**src/hw/rtl/kcs_pkg.sv**
```systemverilog
package kcs_pkg;

  localparam int MAX_KEEP = 16;
  localparam int VALUE_BITS = 32;
  localparam int KEEP_BITS = 5;
  localparam int REG_INDEX_BITS = 1;

  typedef enum logic [REG_INDEX_BITS-1:0] {
    REG_TARGET = 1'b0,
    REG_KEEP   = 1'b1
  } kcs_reg_t;

  // One kept entry as it travels between neighboring cells.
  typedef struct packed {
    logic                  valid;
    logic [VALUE_BITS-1:0] value;
    logic [VALUE_BITS-1:0] distance;
  } kcs_entry_t;

  // Broadcast control from the top level to every cell.
  typedef struct packed {
    logic                  insert;
    logic                  drain;
    logic [VALUE_BITS-1:0] new_value;
    logic [VALUE_BITS-1:0] new_dist;
  } kcs_ctl_t;

endpackage

```
**src/hw/rtl/kcs_cell.sv**
```systemverilog
module kcs_cell (
  input  logic               clk,
  input  logic               rst,
  input  kcs_pkg::kcs_ctl_t  ctl,
  input  logic               in_limit,
  input  logic               prev_before,
  input  kcs_pkg::kcs_entry_t prev_ent,
  input  kcs_pkg::kcs_entry_t next_ent,
  output kcs_pkg::kcs_entry_t ent,
  output logic               ahead
);

  logic                          valid;
  logic [kcs_pkg::VALUE_BITS-1:0] value;
  logic [kcs_pkg::VALUE_BITS-1:0] distance;
  logic                          valid_eff;

  // Entries at or above the current keep count are treated as gone.
  assign valid_eff = valid && in_limit;

  // A new word goes ahead of this entry only on a strictly smaller
  // distance, so equal distances keep their arrival order.
  assign ahead = !valid_eff || (ctl.new_dist < distance);

  assign ent.valid    = valid_eff;
  assign ent.value    = value;
  assign ent.distance = distance;

  always_ff @(posedge clk) begin
    if (rst) begin
      valid <= 1'b0;
    end else if (ctl.drain) begin
      valid <= next_ent.valid;
    end else if (ctl.insert) begin
      if (ahead && prev_before) begin
        valid <= prev_ent.valid && in_limit;
      end else if (ahead) begin
        valid <= in_limit;
      end else begin
        valid <= valid_eff;
      end
    end
  end

  always_ff @(posedge clk) begin
    if (ctl.drain) begin
      value    <= next_ent.value;
      distance <= next_ent.distance;
    end else if (ctl.insert && ahead) begin
      if (prev_before) begin
        value    <= prev_ent.value;
        distance <= prev_ent.distance;
      end else begin
        value    <= ctl.new_value;
        distance <= ctl.new_dist;
      end
    end
  end

endmodule

```
**src/hw/rtl/k_closest_to_target_select_core.sv**
```systemverilog
// Keeps the keep_count samples of a set that lie closest to target_value and
// reports them in ascending distance, equal distances in arrival order. A
// sample is taken whenever start is high and busy is low, so a set streams in at
// one word per cycle; each sample is placed by a row of compare-and-shift
// cells, one per possible kept entry. The sample marked last_item is placed
// like any other, and then the row drains toward its head: one result word a
// cycle appears under result_strobe for each kept entry (at least one, at most
// the smaller of keep_count and MAX_KEEP), final_result marks the last one,
// and busy stays high meanwhile. Results cannot be held off; they must be
// taken in the cycle they appear.
// Configuration may be written only while busy is low.
module k_closest_to_target_select_core (
  input  logic                                clk,
  input  logic                                rst,
  input  logic                                write_enable,
  input  logic [kcs_pkg::REG_INDEX_BITS-1:0]  reg_index,
  input  logic [kcs_pkg::VALUE_BITS-1:0]      write_data,
  input  logic                                start,
  output logic                                busy,
  input  logic signed [kcs_pkg::VALUE_BITS-1:0] sample_value,
  input  logic                                last_item,
  output logic                                result_strobe,
  output logic signed [kcs_pkg::VALUE_BITS-1:0] chosen_value,
  output logic [kcs_pkg::VALUE_BITS-1:0]      chosen_distance,
  output logic                                final_result
);

  logic signed [kcs_pkg::VALUE_BITS-1:0] target_value;
  logic [kcs_pkg::KEEP_BITS-1:0]         keep_count;
  logic                                  draining;
  logic                                  draining_next;
  logic                                  accept;
  logic signed [kcs_pkg::VALUE_BITS:0]   diff;
  logic [kcs_pkg::VALUE_BITS:0]          diff_abs;
  kcs_pkg::kcs_ctl_t                     ctl;
  kcs_pkg::kcs_entry_t                   link [kcs_pkg::MAX_KEEP+1];
  kcs_pkg::kcs_entry_t                   left_ent [kcs_pkg::MAX_KEEP];
  logic                                  ahead [kcs_pkg::MAX_KEEP];
  logic                                  left_before [kcs_pkg::MAX_KEEP];
  logic                                  in_limit [kcs_pkg::MAX_KEEP];

  always_ff @(posedge clk) begin
    if (rst) begin
      target_value <= '0;
      keep_count   <= kcs_pkg::KEEP_BITS'(1);
    end else if (write_enable) begin
      case (kcs_pkg::kcs_reg_t'(reg_index))
        kcs_pkg::REG_TARGET: target_value <= write_data;
        kcs_pkg::REG_KEEP:   keep_count   <= write_data[kcs_pkg::KEEP_BITS-1:0];
        default: ;
      endcase
    end
  end

  assign accept = start && !busy;

  // Exact difference needs one extra bit; its magnitude always fits back
  // into VALUE_BITS unsigned bits.
  assign diff = {sample_value[kcs_pkg::VALUE_BITS-1], sample_value}
              - {target_value[kcs_pkg::VALUE_BITS-1], target_value};
  assign diff_abs = diff[kcs_pkg::VALUE_BITS] ? -diff : diff;

  assign ctl.insert    = accept;
  assign ctl.drain     = draining;
  assign ctl.new_value = sample_value;
  assign ctl.new_dist  = diff_abs[kcs_pkg::VALUE_BITS-1:0];

  assign link[kcs_pkg::MAX_KEEP] = '0;

  for (genvar g = 0; g < kcs_pkg::MAX_KEEP; g++) begin : g_cell
    // A keep count of zero behaves as one; counts past the row clamp.
    assign in_limit[g] = (g == 0) || (int'(keep_count) > g);

    if (g == 0) begin : g_head
      assign left_before[g] = 1'b0;
      assign left_ent[g]    = '0;
    end else begin : g_body
      assign left_before[g] = ahead[g-1];
      assign left_ent[g]    = link[g-1];
    end

    kcs_cell u_cell (
      .clk         (clk),
      .rst         (rst),
      .ctl         (ctl),
      .in_limit    (in_limit[g]),
      .prev_before (left_before[g]),
      .prev_ent    (left_ent[g]),
      .next_ent    (link[g+1]),
      .ent         (link[g]),
      .ahead       (ahead[g])
    );
  end

  always_comb begin
    draining_next = draining;
    if (draining) begin
      draining_next = link[1].valid;
    end else if (accept && last_item) begin
      draining_next = 1'b1;
    end
  end

  always_ff @(posedge clk) begin
    if (rst) begin
      draining <= 1'b0;
    end else begin
      draining <= draining_next;
    end
  end

  assign busy            = draining;
  assign result_strobe   = draining;
  assign chosen_value    = link[0].value;
  assign chosen_distance = link[0].distance;
  assign final_result    = !link[1].valid;

endmodule

```
**config.mk**
```make
export PLATFORM = sky130hd
export DESIGN_NAME = k_closest_to_target_select_core
export DESIGN_NICKNAME = d
export VERILOG_FILES = /design/src/hw/rtl/kcs_pkg.sv /design/src/hw/rtl/kcs_cell.sv /design/src/hw/rtl/k_closest_to_target_select_core.sv
export SDC_FILE = /design/constraint.sdc
export NUM_CORES = 2
export LEC_CHECK = 0
export BUFFER_PORTS_ARGS = -buffer_cell sky130_fd_sc_hd__buf_2
export CAP_MARGIN = 15
export CORE_ASPECT_RATIO = 1.5
export CORE_UTILIZATION = 45
export DETAILED_ROUTE_END_ITERATION = 8
export PLACE_DENSITY = 0.64
export SYNTH_ARGS = -nofsm -noshare
export SYNTH_HDL_FRONTEND = slang
export SYNTH_SLANG_ARGS = --single-unit
```
**constraint.sdc**
```tcl
create_clock -name clk -period 17.6 [get_ports clk]
set_input_delay 1.76 -clock clk [delete_from_list [all_inputs] [get_ports clk]]
set_output_delay 1.76 -clock clk [all_outputs]
set_load 0.05 [all_outputs]
```
* Word-level counts from Yosys, hierarchy flattened
Index checks and enable logic that the tools add are counted.
** Storage, ports and cells
- Output and inout bits :: 67
- Register bits :: 1078
- Word-level logic and storage cells :: 356
- Input bits :: 70
** Operators by class
- Bitwise operators :: 1
- Reduce and logical (&&, ||, !) cells :: 117
- Muxes and demuxes :: 154
- Magnitude comparators :: 31
- $add $sub $neg :: 2
** Operators with widths (count)
- $mux W32 :: 91
- $lt A32 B32 Y1 :: 16
- $logic_and A1 B1 Y1 :: 63
- $mux W1 :: 63
- $gt A5 B4 Y1 const B :: 8
- $reduce_bool A2 Y1 :: 17
- $sub A32 B32 Y33 :: 1
- $neg A32 Y32 :: 1
- $gt A5 B3 Y1 const B :: 4
- $logic_not A1 Y1 :: 17
- $logic_or A1 B1 Y1 :: 16
- $gt A5 B2 Y1 const B :: 2
- $reduce_and A2 Y1 :: 3
- $gt A5 B1 Y1 const B :: 1
- $reduce_or A2 Y1 :: 1
- $not A1 Y1 :: 1

* Logic depth before layout (Yosys ltp)
- Depth in word-level cells :: 9
- Mapped depth :: 30
- Gate-level depth less buffers :: 25

* Hierarchy
A second synthesis with hierarchy kept.
** Second synthesis, totals
- Cell total of the unflattened synthesis :: 7037
- Area, all modules :: 70053.4 µm²
** By module, submodules not included
- kcs_cell (g_cell[0].u_cell ...) :: cells an instance 399, area an instance 4101.4 µm², times used 15, seq. area each 1941.9 µm²
- k_closest_to_target_select_core :: cells an instance 647, area an instance 4435.5 µm², times used 1, seq. area each 760.7 µm²
- kcs_cell (g_cell[9].u_cell) :: cells an instance 405, area an instance 4096.4 µm², times used 1, seq. area each 1941.9 µm²

* Worst setup path before layout
Ideal clock, no wire load.
- Kind :: input port to flip-flop
- Start :: in sample_value[0] (netlist name)
- End :: reg g_cell[14].u_cell.distance[0] (netlist name) (enable)
- Library setup time :: 575 ps
- Required time :: 17025 ps
- Path slack :: 4872 ps
- Arrival time :: 12154 ps
- Path buffers :: 3
- Stages on the path :: 25
- Path through :: inv_1 > ha_1 > inv_1 > fa_1 > a21o_1 > a221oi_4 > xnor2_1 > a2111oi_2 > and3_1 > or4b_4 > o31a_1 > xor2_1 > clkbuf_1 > ha_1 > a21o_1 > a21o_1 > a21oi_1 > nor2_1 > a2111oi_0 > o211ai_1 > a21o_1 > o2bb2ai_1 > clkbuf_1 > clkbuf_1 > o21ai_0
** Between the ends
- Cells in the longest elaborated chain, start to end :: 7
** Ends and longest elaborated chain
- start, declared :: line k_closest_to_target_select_core.sv:20 : input logic signed [kcs_pkg::VALUE_BITS-1:0] sample_value,
- $sub A32 B32 Y33 (*) :: line k_closest_to_target_select_core.sv:60 : - {target_value[kcs_pkg::VALUE_BITS-1], target_value};
- $neg A32 Y32 :: line k_closest_to_target_select_core.sv:61 : assign diff_abs = diff[kcs_pkg::VALUE_BITS] ? -diff : diff;
- $mux W32 (*) :: line k_closest_to_target_select_core.sv:61
- $lt A32 B32 Y1 (*) :: line kcs_cell.sv:23 : assign ahead = !valid_eff || (ctl.new_dist < distance);
- $logic_or A1 B1 Y1 (*) :: line kcs_cell.sv:23
- $logic_and A1 B1 Y1 (*) :: line kcs_cell.sv:49 : end else if (ctl.insert && ahead) begin
- $reduce_bool A2 Y1 (no line) (*)
- end signal, assigned :: line kcs_cell.sv:48 : distance <= next_ent.distance;
- end signal, assigned :: line kcs_cell.sv:52 : distance <= prev_ent.distance;
- end signal, assigned :: line kcs_cell.sv:55 : distance <= ctl.new_dist;
- end, declared :: line kcs_cell.sv:15 : logic [kcs_pkg::VALUE_BITS-1:0] distance;
Mark *: on every way between the ends. The rest lies on a longest branch, timed or not.
A chain may end at the register's enable or synchronous reset.

* Worst setup path in the final report
- Start :: in sample_value[0] (netlist name)
- End :: reg g_cell[2].u_cell.distance[1] (netlist name) (enable)
** Between the ends
- Cells in the longest elaborated chain, start to end :: 7
** Ends and longest elaborated chain (line)
- $sub A32 B32 Y33 (*) :: k_closest_to_target_select_core.sv:60
- $neg A32 Y32 :: k_closest_to_target_select_core.sv:61
- $mux W32 (*) :: k_closest_to_target_select_core.sv:61
- $lt A32 B32 Y1 (*) :: kcs_cell.sv:23
- $logic_or A1 B1 Y1 (*) :: kcs_cell.sv:23
- $logic_and A1 B1 Y1 (*) :: kcs_cell.sv:49
- $reduce_bool A2 Y1 (no line) (*)
- end signal, assigned :: kcs_cell.sv:48
- end signal, assigned :: kcs_cell.sv:52
- end signal, assigned :: kcs_cell.sv:55
- end, declared :: kcs_cell.sv:15
Marked as above.

==> Flow_metrics.wiki <==
{| class="wikitable"
! Metric !! Value
|-
| Path type of the worst min-delay path || register to register
|-
| Vias per Instance || 5.92
|-
| Final critical delay including setup and external delays || 10.00 ns
|-
| Worst hold stages || 2
|-
| Total congestion overflow after global routing || 0
|-
| Kind of end point of the critical path || register
|-
| Boundary Pins || 137
|-
| Weighted congestion reported at the end of routability-driven placement || 0.926
|-
| Synth async-reset ratio || 0
|-
| Number of warnings issued by yosys || 0
|-
| CORE AREA || around 0.15 sq mm
|-
| Clock tree from TritonCTS || done
|-
| Slew HR || 0.180
|-
| Endpoint arrival time on the critical path || 10.36 ns
|-
| Net count reported at finish || between 7000 and 8000
|-
| Post-Synth Simple-Gate Area || 0.103
|-
| Flip-flop and latch count after synthesis || 1078
|-
| Horizontal die dimension || roughly 320 microns
|-
| Post-synthesis cell area || 0.0681 sq mm
|-
| Synthesized-area fraction occupied by adder cells || 0.0975
|-
| Routed length on met2 || 104 mm
|-
| Pin count of the biggest net entering global routing || between 200 and 300
|-
| Highest routed layer || met5
|-
| Setup Crit Path Kind || input port to register
|-
| Wire length of the first global-routing pass || about 320 mm
|-
| Cells after Synth || 7043
|-
| Multiplexer share of the synthesized area || 0.117
|-
| Dominant combinational cell family by area after synthesis || compound AO/OA/AOI/OAI gates
|-
| Seq/Total Area, Yosys || 0.458
|-
| Setup Fix Bufs, Post-CTS || 0
|-
| Setup repair after global routing missed its margin || no
|-
| Maximum fanout along the worst path || 40
|-
| Transition time of the tightest slew-check pin || 1.23 ns
|-
| Number of distinct standard cells referenced by the synthesized netlist || 84
|-
| Total die area || 0.153 sq mm
|-
| Vias in the first global route || 53240
|-
| Metal3 WL || 11.4 mm
|-
| First DRT Iteration DRCs || 4382
|-
| Number of port buffers || 136
|-
| Utilization after layout || 0.495
|-
| Startpoint type of the worst setup path || input port
|-
| Worst reg2reg startpoint || target_value[7]$_SDFFE_PP0P_
|-
| Area grow syn2layout || 9.15%
|-
| Clock slew at reported path FFs || 0.07 ns
|-
| Synthesized-area fraction occupied by ao, oa, aoi and oai cells || 0.160
|-
| Portion of synthesized cell area occupied by the leading cell type || 0.424
|-
| Commonest register cell after synthesis || sky130_fd_sc_hd__edfxtp_1
|-
| Final number of hold-violating endpoints || 0
|-
| Setup TNS || 0 ns
|-
| Share of final-layout standard cells stronger than drive strength 1 || 0.0803
|-
| Clk Latency, worst-skew pair || 0.74 ns
|-
| Crit path required time || 17.96 ns
|-
| XOR/XNOR share of the synthesized area || 0.00665
|-
| Detailed-route wire length on metal 1 || between 80 and 90 mm
|-
| Synthesized area per cell || 9.66 sq um
|-
| Most instantiated library cell after synthesis || sky130_fd_sc_hd__nand2_1
|-
| Longest Clk Path Bufs || 3
|-
| Net count after synthesis || 7643
|-
| Clock tree skew after final layout || 0.0283 ns
|-
| Total routing usage reported by global routing || 0.272
|-
| Final count of negative-setup-slack endpoints || 0
|-
| Wirelength, routed || approximately 210 mm
|-
| Reported max-cap violation count || 0
|-
| CP Launch Point || sample_value[0]
|-
| Maximum level of the CTS H-tree || 3
|-
| Die Y-Extent || 478 microns
|-
| Maximum resistive drop on vdd || 0.000100 V
|-
| Routed vias || 53004
|-
| Remaining antenna violation count after routing || 0
|-
| Half-perimeter wire length of the detailed placement result || 146 mm
|-
| Final worst path period share || 0.568
|-
| Worst hold endpoint || target_value[24]$_SDFFE_PP0P_
|-
| Worst r2r dst || g_cell[2].u_cell.distance[1]$_DFFE_PP_
|-
| Initial Util || 0.454
|-
| Leakage || between 30 and 40 nW
|-
| Number of core rows || between 150 and 200
|-
| Average wire length per cell after detail routing || 23.6 microns
|-
| Hold Buf Count CTS || 0
|-
| Final design instance area without fill || 0.0743 sq mm
|-
| HP Start || target_value[24]$_SDFFE_PP0P_
|-
| Initial antenna violation count || 7
|-
| Synth area leaders || sky130_fd_sc_hd__edfxtp_1, sky130_fd_sc_hd__mux2i_1, sky130_fd_sc_hd__ha_1
|-
| Count of pins over their slew limit || 0
|-
| Post-synthesis cell type with the largest combined area || sky130_fd_sc_hd__edfxtp_1
|-
| Number of enable flip-flop cells after synthesis || 960
|-
| Fmax || 0.100 GHz
|-
| Power density normalized to cell area || around 110 mW/mm^2
|-
| Reg2reg path depth || 24
|-
| Count of TritonRoute iterations in the first routing pass || 6
|-
| Cell at the root of the clock tree || sky130_fd_sc_hd__clkbuf_16
|-
| Most numerous cell types in the synthesized netlist || sky130_fd_sc_hd__nand2_1, sky130_fd_sc_hd__o21ai_0, sky130_fd_sc_hd__edfxtp_1
|-
| DRC violations left || 0
|-
| Setup slack on the worst flop-to-flop path || 8.75 ns
|-
| Number of buffers created by CTS || 106
|-
| Resized cells post-CTS || 0
|-
| Status || completed
|-
| Area after detailed placement || 0.0708 sq mm
|-
| Total number of clock tree sinks || 1078
|}
[critical path, stage by stage]
cell,delay [ns]
sky130_fd_sc_hd__buf_2,0.17
sky130_fd_sc_hd__inv_1,0.27
sky130_fd_sc_hd__ha_1,0.23
sky130_fd_sc_hd__inv_1,0.05
sky130_fd_sc_hd__fa_1,0.39
sky130_fd_sc_hd__a21o_1,0.26
sky130_fd_sc_hd__a22o_1,0.28
sky130_fd_sc_hd__a22oi_1,0.34
sky130_fd_sc_hd__a31oi_1,0.23
sky130_fd_sc_hd__and4_1,0.25
sky130_fd_sc_hd__a211o_1,0.28
sky130_fd_sc_hd__a21boi_0,0.12
sky130_fd_sc_hd__buf_4,0.19
sky130_fd_sc_hd__mux2_2,0.23
sky130_fd_sc_hd__buf_4,0.37
sky130_fd_sc_hd__ha_1,0.32
sky130_fd_sc_hd__a21boi_0,0.12
sky130_fd_sc_hd__o21ai_0,0.20
sky130_fd_sc_hd__a21oi_1,0.10
sky130_fd_sc_hd__o21ai_0,0.32
sky130_fd_sc_hd__a21oi_1,0.18
sky130_fd_sc_hd__o311ai_0,0.49
sky130_fd_sc_hd__nand4_1,0.38
sky130_fd_sc_hd__a22oi_1,0.40
sky130_fd_sc_hd__nand2_4,0.49
sky130_fd_sc_hd__o21ai_4,0.99
sky130_fd_sc_hd__buf_4,0.79
[worst max path at each step]
stage | endpoint
after floorplan | g_cell[14].u_cell.distance[0]$_DFFE_PP_
after global placement | g_cell[2].u_cell.distance[2]$_DFFE_PP_
after detailed placement | g_cell[15].u_cell.value[29]$_SDFFE_PP0P_
after CTS | g_cell[5].u_cell.distance[22]$_DFFE_PP_
after global routing | g_cell[5].u_cell.distance[22]$_DFFE_PP_
final | g_cell[2].u_cell.distance[1]$_DFFE_PP_
[layer usage]
metal / GRT usage / vias to the layer above
met2: 0.476 / 1565
met5: 0 / -
met4: 0.140 / 4
met1: 0.324 / 26056
li1: - / 24968
met3: 0.0372 / 411
[power breakdown]
part           internal, W  switching (W)  leakage [nW]
registers          0.00323       0.000221          10.5
clock network      0.00131        0.00108          1.73
logic             0.000897        0.00166          19.9
[state kept, by name, indices dropped and copies added, names as in the netlist]
name	count
g_cell.u_cell.valid	16
busy	1
g_cell.u_cell.distance	512
g_cell.u_cell.value	512
keep_count	5
target_value	32
[kinds of logic (layout without fill, tap and decap cells)]
family	Yosys count	after routing
adder cells (fa/ha/maj)	530	530
XOR/XNOR	50	50
AND/OR/NAND/NOR	1675	1675
flip-flops	1078	1078
other	0	1
AO/OA/AOI/OAI	1889	1889
buffers and inverters	1032	999
multiplexers	789	789
[cells in the final DEF, fill, tap and decap left out, types with 21 or more instances in the layout]
| cell type | count |
|---|---|
| sky130_fd_sc_hd__o21ai_1 | 31 |
| sky130_fd_sc_hd__inv_1 | 555 |
| sky130_fd_sc_hd__nand4_1 | 88 |
| sky130_fd_sc_hd__dfxtp_1 | 117 |
| sky130_fd_sc_hd__mux2_2 | 34 |
| sky130_fd_sc_hd__ha_1 | 529 |
| sky130_fd_sc_hd__nor2b_1 | 25 |
| sky130_fd_sc_hd__nand3_1 | 69 |
| sky130_fd_sc_hd__a21o_1 | 183 |
| sky130_fd_sc_hd__o211ai_1 | 55 |
| sky130_fd_sc_hd__edfxtp_1 | 960 |
| sky130_fd_sc_hd__o21a_1 | 48 |
| sky130_fd_sc_hd__buf_4 | 102 |
| sky130_fd_sc_hd__nand2_1 | 1085 |
| sky130_fd_sc_hd__and3_1 | 22 |
| sky130_fd_sc_hd__nor2_1 | 256 |
| sky130_fd_sc_hd__mux2i_1 | 755 |
| sky130_fd_sc_hd__clkbuf_16 | 109 |
| sky130_fd_sc_hd__buf_2 | 136 |
| sky130_fd_sc_hd__o21ai_0 | 1009 |
| sky130_fd_sc_hd__clkbuf_1 | 24 |
| sky130_fd_sc_hd__a31o_2 | 38 |
| sky130_fd_sc_hd__a211oi_1 | 21 |
| sky130_fd_sc_hd__nand2b_1 | 29 |
| sky130_fd_sc_hd__a21oi_1 | 335 |
| sky130_fd_sc_hd__a21boi_0 | 21 |
| sky130_fd_sc_hd__nor3_1 | 37 |
[per-stage QoR]
stage                     worst slack, ns  std cells  hold WS, ns  power (W)
after global placement               6.93       8744        0.443    0.00595
after detailed placement             6.91       8746        0.447    0.00603
after global routing                 7.24       8947        0.472    0.00882
after CTS                            7.68       8946        0.457    0.00841
final                                7.60       8947        0.455    0.00839
after floorplan                      4.87       7043        0.436    0.00510
[cell type report]
| cell class | count | area [sq um] |
|---|---|---|
| Antenna cell | 1 | 2.50 |
| Fill cell | 13812 | 75700 |
| Timing Repair Buffer | 241 | 1510 |
| Inverter | 558 | 2100 |
| Multi-Input combinational cell | 4933 | 33600 |
| Clock buffer | 144 | 2970 |
| Sequential cell | 1078 | 31200 |
| Tap cell | 1936 | 2420 |
| Clock inverter | 56 | 536 |
No activity file was read; power rests on OpenSTA's default activity.
